[config.mk]
export PLATFORM = sky130hd
export DESIGN_NAME = multi_stack_shared_memory
export DESIGN_NICKNAME = d
export VERILOG_FILES = /design/src/sv/mssm_pkg.sv /design/src/sv/mssm_ram.sv /design/src/sv/mssm_datapath.sv /design/src/sv/mssm_ctrl.sv /design/src/sv/multi_stack_shared_memory.sv
export SDC_FILE = /design/constraint.sdc
export NUM_CORES = 1
export LEC_CHECK = 0
export BUFFER_PORTS_ARGS = -buffer_cell sky130_fd_sc_hd__buf_2
export CAP_MARGIN = 20
export CORE_MARGIN = 4
export CORE_UTILIZATION = 55
export DETAILED_ROUTE_END_ITERATION = 16
export GPL_TIMING_DRIVEN = 1
export PLACE_DENSITY_LB_ADDON = 0.3
export SLEW_MARGIN = 20
export SYNTH_ARGS = -nofsm -noshare
export SYNTH_HDL_FRONTEND = slang
export SYNTH_SLANG_ARGS = --single-unit
[constraint.sdc]
create_clock -name clk -period 17.21 [get_ports clk]
set_clock_uncertainty 0.05 [all_clocks]
set_input_delay 3.442 -clock clk [delete_from_list [all_inputs] [get_ports clk]]
set_output_delay 3.442 -clock clk [all_outputs]
set_load 0.005 [all_outputs]
[src/sv/mssm_pkg.sv]
// Shared types, codes and constants for the multi-stack shared memory block.
package mssm_pkg;

  localparam int MEM_DEPTH_DEF   = 32;
  localparam int STACK_SLOTS_DEF = 8;
  localparam int DATA_WIDTH_DEF  = 32;

  localparam int TOTAL_W    = 6;
  localparam int STACKS_W   = 4;
  localparam int ID_W       = 3;
  localparam int VALUE_W    = 32;
  localparam int STATUS_W   = 2;
  localparam int CFG_IDX_W  = 8;
  localparam int CFG_DATA_W = 8;
  localparam int IN_USER_W  = 1 + ID_W;
  localparam int DIV_CNT_W  = 3;

  localparam logic [TOTAL_W-1:0]  TOTAL_RST  = TOTAL_W'(32);
  localparam logic [STACKS_W-1:0] STACKS_RST = STACKS_W'(1);

  localparam logic [CFG_IDX_W-1:0] REG_TOTAL_SIZE = CFG_IDX_W'(0);
  localparam logic [CFG_IDX_W-1:0] REG_NUM_STACKS = CFG_IDX_W'(1);

  localparam logic REQ_PUSH = 1'b0;
  localparam logic REQ_POP  = 1'b1;

  typedef enum logic [STATUS_W-1:0] {
    ST_OK    = 2'd0,
    ST_FULL  = 2'd1,
    ST_EMPTY = 2'd2,
    ST_BAD   = 2'd3
  } status_t;

  typedef enum logic [1:0] {
    S_IDLE = 2'd0,
    S_DIV  = 2'd1,
    S_READ = 2'd2
  } state_t;

  typedef struct packed {
    logic cfg_take;
    logic div_step;
    logic take;
    logic load_read;
  } cmd_t;

  typedef struct packed {
    logic div_last;
    logic need_read;
    logic out_free;
  } sts_t;

endpackage

[src/sv/mssm_ram.sv]
// Generic single-write, single-read RAM with registered read data.
module mssm_ram #(
  parameter int WIDTH = 32,
  parameter int DEPTH = 32
) (
  input  logic                     clk,
  input  logic                     wr_en,
  input  logic [$clog2(DEPTH)-1:0] wr_addr,
  input  logic [WIDTH-1:0]         wr_data,
  input  logic                     rd_en,
  input  logic [$clog2(DEPTH)-1:0] rd_addr,
  output logic [WIDTH-1:0]         rd_data
);

  logic [WIDTH-1:0] mem [DEPTH];

  always_ff @(posedge clk) begin
    if (wr_en) begin
      mem[wr_addr] <= wr_data;
    end
    if (rd_en) begin
      rd_data <= mem[rd_addr];
    end
  end

endmodule

[src/sv/mssm_datapath.sv]
// Datapath: config registers, partition divider, fill counts, entry RAM, result register.
module mssm_datapath #(
  parameter int MEM_DEPTH   = mssm_pkg::MEM_DEPTH_DEF,
  parameter int STACK_SLOTS = mssm_pkg::STACK_SLOTS_DEF,
  parameter int DATA_WIDTH  = mssm_pkg::DATA_WIDTH_DEF
) (
  input  logic                                clk,
  input  logic                                rst_n,
  input  mssm_pkg::cmd_t                      cmd,
  output mssm_pkg::sts_t                      sts,
  input  logic [mssm_pkg::CFG_IDX_W-1:0]      cfg_index,
  input  logic [mssm_pkg::CFG_DATA_W-1:0]     cfg_data,
  input  logic                                in_req_type,
  input  logic [mssm_pkg::ID_W-1:0]           in_stack_id,
  input  logic [mssm_pkg::VALUE_W-1:0]        in_push_value,
  input  logic                                out_tready,
  output logic                                out_tvalid,
  output logic [mssm_pkg::STATUS_W-1:0]       out_status,
  output logic [mssm_pkg::VALUE_W-1:0]        out_pop_value
);

  localparam int TW  = mssm_pkg::TOTAL_W;
  localparam int NW  = mssm_pkg::STACKS_W;
  localparam int IW  = mssm_pkg::ID_W;
  localparam int AW  = $clog2(MEM_DEPTH);
  localparam int XW  = (AW > TW) ? AW : TW;
  localparam int SW  = (STACK_SLOTS > 1) ? $clog2(STACK_SLOTS) : 1;
  localparam int IXW = (SW > IW) ? SW : IW;
  localparam int TMAX_I = (MEM_DEPTH > (2**TW - 1)) ? (2**TW - 1) : MEM_DEPTH;
  localparam int NMAX_I = (STACK_SLOTS > (2**NW - 1)) ? (2**NW - 1) : STACK_SLOTS;
  localparam logic [TW-1:0] TMAX = TW'(TMAX_I);
  localparam logic [NW-1:0] NMAX = NW'(NMAX_I);
  localparam logic [TW-1:0] T_RST =
    (mssm_pkg::TOTAL_RST > TMAX) ? TMAX : mssm_pkg::TOTAL_RST;
  localparam logic [NW-1:0] N_RST =
    (mssm_pkg::STACKS_RST > NMAX) ? NMAX : mssm_pkg::STACKS_RST;
  localparam logic [mssm_pkg::DIV_CNT_W-1:0] DIV_LAST =
    mssm_pkg::DIV_CNT_W'(TW - 1);

  logic [TW-1:0]                  eff_t_r, eff_t_nxt;
  logic [NW-1:0]                  eff_n_r, eff_n_nxt;
  logic [TW-1:0]                  part_r, part_nxt;
  logic [TW-1:0]                  div_q_r, div_q_nxt;
  logic [NW-1:0]                  div_rem_r, div_rem_nxt;
  logic [mssm_pkg::DIV_CNT_W-1:0] div_cnt_r, div_cnt_nxt;
  logic [TW-1:0]                  fill_r [STACK_SLOTS];
  logic [TW-1:0]                  fill_nxt [STACK_SLOTS];
  logic                           out_vld_r, out_vld_nxt;
  logic [mssm_pkg::STATUS_W-1:0]  out_st_r, out_st_nxt;
  logic [mssm_pkg::VALUE_W-1:0]   out_val_r, out_val_nxt;

  logic [NW:0]          trial;
  logic                 trial_ge;
  logic [IXW-1:0]       id_x;
  logic [SW-1:0]        idx;
  logic                 bad;
  logic                 last;
  logic [TW-1:0]        start;
  logic [TW-1:0]        cap;
  logic [TW-1:0]        fill_sel;
  logic                 full;
  logic                 empty;
  logic [TW-1:0]        base;
  logic [TW-1:0]        addr6;
  logic [XW-1:0]        addr_x;
  logic                 push_ok;
  logic                 pop_ok;
  logic                 cfg_listed;
  mssm_pkg::status_t    res_st;
  logic                 ram_wr;
  logic                 ram_rd;
  logic [DATA_WIDTH-1:0] ram_rd_data;

  function automatic logic [TW-1:0] clamp_t(input logic [TW-1:0] v);
    if (v == '0) begin
      return TW'(1);
    end
    return (v > TMAX) ? TMAX : v;
  endfunction

  function automatic logic [NW-1:0] clamp_n(input logic [NW-1:0] v);
    if (v == '0) begin
      return NW'(1);
    end
    return (v > NMAX) ? NMAX : v;
  endfunction

  // restoring divide, one quotient bit per step
  assign trial    = {div_rem_r, div_q_r[TW-1]};
  assign trial_ge = trial >= {1'b0, eff_n_r};

  // only writes to a listed register empty the stacks
  assign cfg_listed = (cfg_index == mssm_pkg::REG_TOTAL_SIZE) ||
                      (cfg_index == mssm_pkg::REG_NUM_STACKS);

  // request decode
  assign id_x     = IXW'(in_stack_id);
  assign idx      = id_x[SW-1:0];
  assign bad      = NW'(in_stack_id) >= eff_n_r;
  assign last     = NW'(in_stack_id) == (eff_n_r - NW'(1));
  assign start    = TW'(in_stack_id * part_r);
  assign cap      = last ? (eff_t_r - start) : part_r;
  assign fill_sel = fill_r[idx];
  assign full     = fill_sel >= cap;
  assign empty    = fill_sel == '0;
  assign base     = start + fill_sel;
  assign addr6    = (in_req_type == mssm_pkg::REQ_POP) ? (base - TW'(1)) : base;
  assign addr_x   = XW'(addr6);
  assign push_ok  = !bad && (in_req_type == mssm_pkg::REQ_PUSH) && !full;
  assign pop_ok   = !bad && (in_req_type == mssm_pkg::REQ_POP) && !empty;

  always_comb begin
    if (bad) begin
      res_st = mssm_pkg::ST_BAD;
    end else if (in_req_type == mssm_pkg::REQ_PUSH) begin
      res_st = full ? mssm_pkg::ST_FULL : mssm_pkg::ST_OK;
    end else begin
      res_st = empty ? mssm_pkg::ST_EMPTY : mssm_pkg::ST_OK;
    end
  end

  assign ram_wr = cmd.take && push_ok;
  assign ram_rd = cmd.take && pop_ok;

  mssm_ram #(
    .WIDTH(DATA_WIDTH),
    .DEPTH(MEM_DEPTH)
  ) u_ram (
    .clk    (clk),
    .wr_en  (ram_wr),
    .wr_addr(addr_x[AW-1:0]),
    .wr_data(DATA_WIDTH'($signed(in_push_value))),
    .rd_en  (ram_rd),
    .rd_addr(addr_x[AW-1:0]),
    .rd_data(ram_rd_data)
  );

  always_comb begin
    eff_t_nxt   = eff_t_r;
    eff_n_nxt   = eff_n_r;
    part_nxt    = part_r;
    div_q_nxt   = div_q_r;
    div_rem_nxt = div_rem_r;
    div_cnt_nxt = div_cnt_r;
    for (int i = 0; i < STACK_SLOTS; i++) begin
      fill_nxt[i] = fill_r[i];
    end
    if (cmd.cfg_take) begin
      if (cfg_index == mssm_pkg::REG_TOTAL_SIZE) begin
        eff_t_nxt = clamp_t(cfg_data[TW-1:0]);
      end
      if (cfg_index == mssm_pkg::REG_NUM_STACKS) begin
        eff_n_nxt = clamp_n(cfg_data[NW-1:0]);
      end
      div_q_nxt   = eff_t_nxt;
      div_rem_nxt = '0;
      div_cnt_nxt = '0;
      if (cfg_listed) begin
        for (int i = 0; i < STACK_SLOTS; i++) begin
          fill_nxt[i] = '0;
        end
      end
    end else if (cmd.div_step) begin
      div_q_nxt   = {div_q_r[TW-2:0], trial_ge};
      div_rem_nxt = trial_ge ? NW'(trial - {1'b0, eff_n_r}) : trial[NW-1:0];
      div_cnt_nxt = div_cnt_r + mssm_pkg::DIV_CNT_W'(1);
      if (div_cnt_r == DIV_LAST) begin
        part_nxt = div_q_nxt;
      end
    end else if (cmd.take) begin
      if (push_ok) begin
        fill_nxt[idx] = fill_sel + TW'(1);
      end else if (pop_ok) begin
        fill_nxt[idx] = fill_sel - TW'(1);
      end
    end
  end

  always_comb begin
    out_vld_nxt = out_vld_r;
    out_st_nxt  = out_st_r;
    out_val_nxt = out_val_r;
    if (cmd.take && !pop_ok) begin
      out_vld_nxt = 1'b1;
      out_st_nxt  = res_st;
      out_val_nxt = '0;
    end else if (cmd.load_read) begin
      out_vld_nxt = 1'b1;
      out_st_nxt  = mssm_pkg::ST_OK;
      out_val_nxt = mssm_pkg::VALUE_W'($signed(ram_rd_data));
    end else if (out_tready) begin
      out_vld_nxt = 1'b0;
    end
  end

  always_ff @(posedge clk) begin
    if (!rst_n) begin
      eff_t_r   <= T_RST;
      eff_n_r   <= N_RST;
      part_r    <= T_RST / N_RST;
      div_cnt_r <= '0;
      out_vld_r <= 1'b0;
      for (int i = 0; i < STACK_SLOTS; i++) begin
        fill_r[i] <= '0;
      end
    end else begin
      eff_t_r   <= eff_t_nxt;
      eff_n_r   <= eff_n_nxt;
      part_r    <= part_nxt;
      div_cnt_r <= div_cnt_nxt;
      out_vld_r <= out_vld_nxt;
      for (int i = 0; i < STACK_SLOTS; i++) begin
        fill_r[i] <= fill_nxt[i];
      end
    end
  end

  always_ff @(posedge clk) begin
    div_q_r   <= div_q_nxt;
    div_rem_r <= div_rem_nxt;
    out_st_r  <= out_st_nxt;
    out_val_r <= out_val_nxt;
  end

  assign sts.div_last  = div_cnt_r == DIV_LAST;
  assign sts.need_read = pop_ok;
  assign sts.out_free  = !out_vld_r || out_tready;

  assign out_tvalid    = out_vld_r;
  assign out_status    = out_st_r;
  assign out_pop_value = out_val_r;

  a_read_lands_free: assert property (@(posedge clk) disable iff (!rst_n)
    cmd.load_read |-> !out_vld_r)
    else $error("pop data arrived while result register busy");

  a_read_no_take: assert property (@(posedge clk) disable iff (!rst_n)
    cmd.load_read |-> !cmd.take && !cmd.cfg_take)
    else $error("transaction taken during pop read");

  a_cfg_clears: assert property (@(posedge clk) disable iff (!rst_n)
    (cmd.cfg_take && cfg_listed) |=> fill_r[0] == '0)
    else $error("config write did not empty stacks");

  a_push_grows: assert property (@(posedge clk) disable iff (!rst_n)
    (cmd.take && push_ok) |=> fill_r[$past(idx)] == $past(fill_sel) + TW'(1))
    else $error("push did not advance fill count");

  a_fill_in_bounds: assert property (@(posedge clk) disable iff (!rst_n)
    (cmd.take && push_ok) |=> fill_r[$past(idx)] <= $past(cap))
    else $error("fill count beyond stack capacity");

endmodule

[src/sv/mssm_ctrl.sv]
// Controller: sequences config divide, request acceptance and pop read.
module mssm_ctrl (
  input  logic           clk,
  input  logic           rst_n,
  input  logic           in_tvalid,
  output logic           in_tready,
  input  logic           cfg_valid,
  output logic           cfg_ready,
  input  mssm_pkg::sts_t sts,
  output mssm_pkg::cmd_t cmd
);

  mssm_pkg::state_t state_r, state_nxt;

  always_comb begin
    state_nxt = state_r;
    unique case (state_r)
      mssm_pkg::S_IDLE: begin
        if (cmd.cfg_take) begin
          state_nxt = mssm_pkg::S_DIV;
        end else if (cmd.take && sts.need_read) begin
          state_nxt = mssm_pkg::S_READ;
        end
      end
      mssm_pkg::S_DIV: begin
        if (sts.div_last) begin
          state_nxt = mssm_pkg::S_IDLE;
        end
      end
      mssm_pkg::S_READ: begin
        state_nxt = mssm_pkg::S_IDLE;
      end
      default: begin
        state_nxt = mssm_pkg::S_IDLE;
      end
    endcase
  end

  always_comb begin
    cfg_ready     = 1'b0;
    in_tready     = 1'b0;
    cmd.div_step  = 1'b0;
    cmd.load_read = 1'b0;
    unique case (state_r)
      mssm_pkg::S_IDLE: begin
        cfg_ready = 1'b1;
        in_tready = !cfg_valid && sts.out_free;
      end
      mssm_pkg::S_DIV: begin
        cmd.div_step = 1'b1;
      end
      mssm_pkg::S_READ: begin
        cmd.load_read = 1'b1;
      end
      default: begin
        cfg_ready = 1'b0;
      end
    endcase
    cmd.cfg_take = cfg_valid && cfg_ready;
    cmd.take     = in_tvalid && in_tready;
  end

  always_ff @(posedge clk) begin
    if (!rst_n) begin
      state_r <= mssm_pkg::S_IDLE;
    end else begin
      state_r <= state_nxt;
    end
  end

endmodule

[src/sv/multi_stack_shared_memory.sv]
// Top level of the multi-stack shared memory block.
// Up to STACK_SLOTS LIFO stacks share one MEM_DEPTH-entry RAM in fixed partitions of
// floor(total_size / num_stacks) entries; the last stack takes the remainder. Each
// input transaction (tuser: req_type, stack_id; tdata: push value) gives exactly one
// result transaction (tuser: status; tdata: popped value or zero). A push, a refused
// request or a bad index has its result registered as it is taken; a successful pop
// first passes through the S_READ state for the registered read of the entry RAM. A
// result waits in an output register, and the next request is taken no earlier than
// the edge at which that result is accepted. A write to total_size or num_stacks
// empties all stacks; every configuration write starts a bit-serial divide of the
// partition size, during which no request is taken. No clearing pass follows reset.
module multi_stack_shared_memory #(
  parameter int MEM_DEPTH   = mssm_pkg::MEM_DEPTH_DEF,
  parameter int STACK_SLOTS = mssm_pkg::STACK_SLOTS_DEF,
  parameter int DATA_WIDTH  = mssm_pkg::DATA_WIDTH_DEF
) (
  input  logic                            clk,
  input  logic                            rst_n,
  input  logic                            in_tvalid,
  output logic                            in_tready,
  input  logic [mssm_pkg::VALUE_W-1:0]    in_tdata,   // push_value
  input  logic [mssm_pkg::IN_USER_W-1:0]  in_tuser,   // req_type, stack_id
  output logic                            out_tvalid,
  input  logic                            out_tready,
  output logic [mssm_pkg::VALUE_W-1:0]    out_tdata,  // pop_value
  output logic [mssm_pkg::STATUS_W-1:0]   out_tuser,  // status
  input  logic                            cfg_valid,
  output logic                            cfg_ready,
  input  logic [mssm_pkg::CFG_IDX_W-1:0]  cfg_index,
  input  logic [mssm_pkg::CFG_DATA_W-1:0] cfg_data
);

  mssm_pkg::cmd_t cmd;
  mssm_pkg::sts_t sts;

  mssm_ctrl u_ctrl (
    .clk      (clk),
    .rst_n    (rst_n),
    .in_tvalid(in_tvalid),
    .in_tready(in_tready),
    .cfg_valid(cfg_valid),
    .cfg_ready(cfg_ready),
    .sts      (sts),
    .cmd      (cmd)
  );

  mssm_datapath #(
    .MEM_DEPTH  (MEM_DEPTH),
    .STACK_SLOTS(STACK_SLOTS),
    .DATA_WIDTH (DATA_WIDTH)
  ) u_datapath (
    .clk          (clk),
    .rst_n        (rst_n),
    .cmd          (cmd),
    .sts          (sts),
    .cfg_index    (cfg_index),
    .cfg_data     (cfg_data),
    .in_req_type  (in_tuser[0]),
    .in_stack_id  (in_tuser[mssm_pkg::IN_USER_W-1:1]),
    .in_push_value(in_tdata),
    .out_tready   (out_tready),
    .out_tvalid   (out_tvalid),
    .out_status   (out_tuser),
    .out_pop_value(out_tdata)
  );

endmodule

==> run_results.csv <==
group,metric,value,unit
critical_path,worst-setup-path-type,"in -> reg",
timing,rsz0062_at_grt,"false",
clock_tree,cts_root_buffer,"clkbuf_16",
finish,fill_cells,5599,
timing,slew_headroom,0.2554,
floorplanning,row_count,106,
synth,yosysSeqAreaShare,0.7358,
clock_tree,post_cts_buffers,0,
synth,synth_seq_cells,1170,
critical_path,path_max_fanout,25,
critical_path,slowest_delay,1.02,ns
critical_path,reg2reg_slack,10.02,ns
synth,avgSynthCellArea,19.77,sq um
timing,layout_setup_ws,7.030,ns
synth,synth_nets,2440,
floorplanning,ioPinCount,94,
clock_tree,clkLatencyLatePin,0.68,ns
synth,synthArstFlopShare,0,
critical_path,critPathLaunchType,"input pin",
outcome,status,"finished clean",
critical_path,arrival,10.45,ns
clock_tree,path_clk_slew,0.06,ns
place,dp_hpwl,59.01,mm
synth,synth_edf_count,1064,
clock_tree,cts_tree,"built",
clock_tree,cts_made_buffers,111,
finish,nets,2585,
power_and_ir_drop,leakagePower,0.01681,uW
critical_path,worstPathCellList,"buf_2, nand2_1, fa_1, inv_1, ha_1, inv_1, fa_1, xor2_1, ha_1, xnor2_1, mux2i_1, ha_1, a21o_1, a21oi_1, o21ai_0, nor3_1, nand4_1, nor2_4, buf_4",
routing,detail_route.vias_per_cell,6.379,
routing,antenna_left,0,
finish,drive_above_1_share,0.2511,
routing,drt_iter0_markers,2755,
floorplanning,coreArea,83560,sq um
synth,yosys_most_used_dff,"edfxtp_1",
synth,syn_area,46310,sq um
timing,tightest_slew,1.114,ns
timing,hold_ws,0.4024,ns
clock_tree,postCtsResizedCells,0,
floorplanning,die_area,88910,sq um
routing,num_vias,23400,
routing,avgRoutedWirePerCell,28.83,um
global_route,antenna_found_initial,5,
floorplanning,floorplan.initialDensity,0.5542,
place,place_worst_setup_slack,6.372,ns
power_and_ir_drop,ir_drop,0.08358,mV
clock_tree,h-tree-depth,3,
finish,syn_to_final_growth,12.55,%
critical_path,cpMaxStageDelayCell,"nand4_1",
synth,yosysTopAreaCell,"edfxtp_1",
critical_path,cpMostUsedCell,"ha_1",
synth,netlist_top_cells_area,"edfxtp_1 (69%), mux4_2 (13%), dfxtp_1 (4.6%)",
timing,hold_viol_final,0,
global_route,grt_pass1_wl,156.9,mm
timing,setup_tns,0,ns
global_route,grt_max_degree,157,
finish,regArea,34070,sq um
critical_path,crit_required,17.48,ns
timing,setup_viol,0,
floorplanning,dieHeight,298.2,um
critical_path,end_kind,"register",
place,gp_congestion,0.8235,
hold_path,hp-class,"reg -> reg",
clock_tree,cts_sinks,1170,
routing,dr.pass1.iters,5,
timing,period_minus_slack,10.18,ns
floorplanning,dieWidth,298.2,um
synth,synthCells,2343,
timing,fin_crit_sh,0.5915,
place,io_buffer_count,91,
run,drv_cap,0,
global_route,first_global_vias,23980,
timing,fmax,98.23,MHz
clock_tree,hold_buffers,0,
timing,drv_slew,0,
routing,post-route-drc-count,0,
finish,multi_input_area,11870,sq um
clock_tree,clockBufferDepth,3,
synth,yosysWarnings,0,
synth,synthDistinctLibCells,69,
global_route,track_usage,0.2390,
routing,wl,105.8,mm
power_and_ir_drop,cellPowerDensity,113.1,nW/um^2
synth,synth_top_cell_area_share,0.6899,
power_and_ir_drop,power,5897,uW
global_route,grt-ovfl-total,0,
cell usage after synthesis (10+ instances only):
cell type / count
edfxtp_1: 1064
mux4_2: 266
nand2_1: 141
mux2i_1: 140
dfxtp_1: 106
clkbuf_1: 70
nor2_1: 62
a21oi_1: 51
inv_1: 34
ha_1: 33
buf_2: 22
o21ai_0: 22
a22o_1: 21
a32o_1: 21
o22a_1: 21
nor3_1: 20
o221ai_1: 20
nor2b_1: 17
xnor2_1: 16
a22oi_1: 14
a211o_1: 13
o22ai_1: 13
nand3_1: 12
buf_1: 10
buf_4: 10
path summary, 6_finish.rpt:
path | start | depth (start not counted) | end
max | in_tuser[1] | 19 | u_datapath.u_ram.mem[28][11]
min | u_datapath.out_pop_value[3] | 2 | u_datapath.out_pop_value[3]
max reg2reg | u_datapath.part_r[2] | 18 | u_datapath.u_ram.mem[28][11]
min reg2reg | u_datapath.out_pop_value[3] | 2 | u_datapath.out_pop_value[3]
logic make-up after synthesis:
group	count (synthesis)	share of synthesized area
xor+xnor	29	0.006863
compound gates	249	0.04145
mux	412	0.1615
simple gates	289	0.02764
fa+ha+maj	40	0.01194
flops	1170	0.7358
buf+inv	154	0.01486
area by class of cell:
type | instances | share of cell area
multi-input combinational | 1019 | 0.2277
antenna | 3 | 0.0001440
tap | 1080 | 0.02593
sequential | 1170 | 0.6537
clock buffer | 132 | 0.05605
timing repair buffer | 150 | 0.01839
inverter | 36 | 0.002593
clock inverter | 78 | 0.01546
worst max-delay path, delay by kind of cell:
| family | cells | cell delay, ns |
|---|---|---|
| AOI/OAI and AO/OA | 3 | 0.47 |
| muxes | 1 | 0.12 |
| buffers and inverters | 4 | 1.19 |
| xor gates and xnor gates | 2 | 0.49 |
| and+or+nand+nor | 4 | 2.93 |
| adders and majority gates | 5 | 1.75 |
cells in the final DEF, fill, tap and decap left out, types with 12 or more instances in the layout:
cell type | synthesis | final
a211o_1 | 13 | 13
buf_4 | 10 | 53
clkinv_2 | 0 | 20
nand3_1 | 12 | 12
o21ai_0 | 22 | 22
o22a_1 | 21 | 21
o221ai_1 | 20 | 20
a21oi_1 | 51 | 50
clkbuf_1 | 70 | 15
a32o_1 | 21 | 21
nor2b_1 | 17 | 16
a22o_1 | 21 | 21
clkinv_1 | 0 | 28
o22ai_1 | 13 | 12
inv_1 | 34 | 34
nor2_1 | 62 | 37
mux2i_1 | 140 | 139
dfxtp_1 | 106 | 106
clkbuf_16 | 0 | 112
a22oi_1 | 14 | 14
ha_1 | 33 | 33
nand2_1 | 141 | 141
bufinv_16 | 0 | 15
edfxtp_1 | 1064 | 1064
xnor2_1 | 16 | 15
mux4_2 | 266 | 266
nor3_1 | 20 | 12
nor2_4 | 0 | 25
buf_2 | 22 | 91
where the power goes:
part	total [uW]	internal, uW	switching [uW]
clock	2480	1440	1040
combinational	306	121	185
sequential	3120	3110	6.59
total	5900	4670	1230
state kept, by name, summed over array words and instances, names as in the netlist, 6 cells and up:
| name | count |
|---|---|
| u_datapath.div_q_r | 6 |
| u_datapath.u_ram.mem | 1024 |
| u_datapath.out_pop_value | 32 |
| u_datapath.part_r | 6 |
| u_datapath.u_ram.rd_data | 32 |
| u_datapath.fill_r | 48 |
| u_datapath.eff_t_r | 6 |
metal layers:
layer  vias to the layer above  global-route usage  part of all wire
li1                       9891                   -                 -
met1                     12200              0.3362              0.40
met2                      1128              0.3842              0.49
met3                       179             0.04773             0.088
met4                         2             0.07464             0.026
met5                         -                   0           0.00010
through the flow:
| stage | util | instance area, sq um | cells |
|---|---|---|---|
| 3_5_place_dp | 0.5787 | 48360 | 3454 |
| 3_3_place_gp | 0.5784 | 48330 | 3452 |
| 6_report | 0.6238 | 52120 | 3668 |
| 4_1_cts | 0.6233 | 52080 | 3664 |
| 5_1_grt | 0.6238 | 52120 | 3667 |
| 2_1_floorplan | - | 46310 | 2343 |
Power figures use the tool's default switching activity.
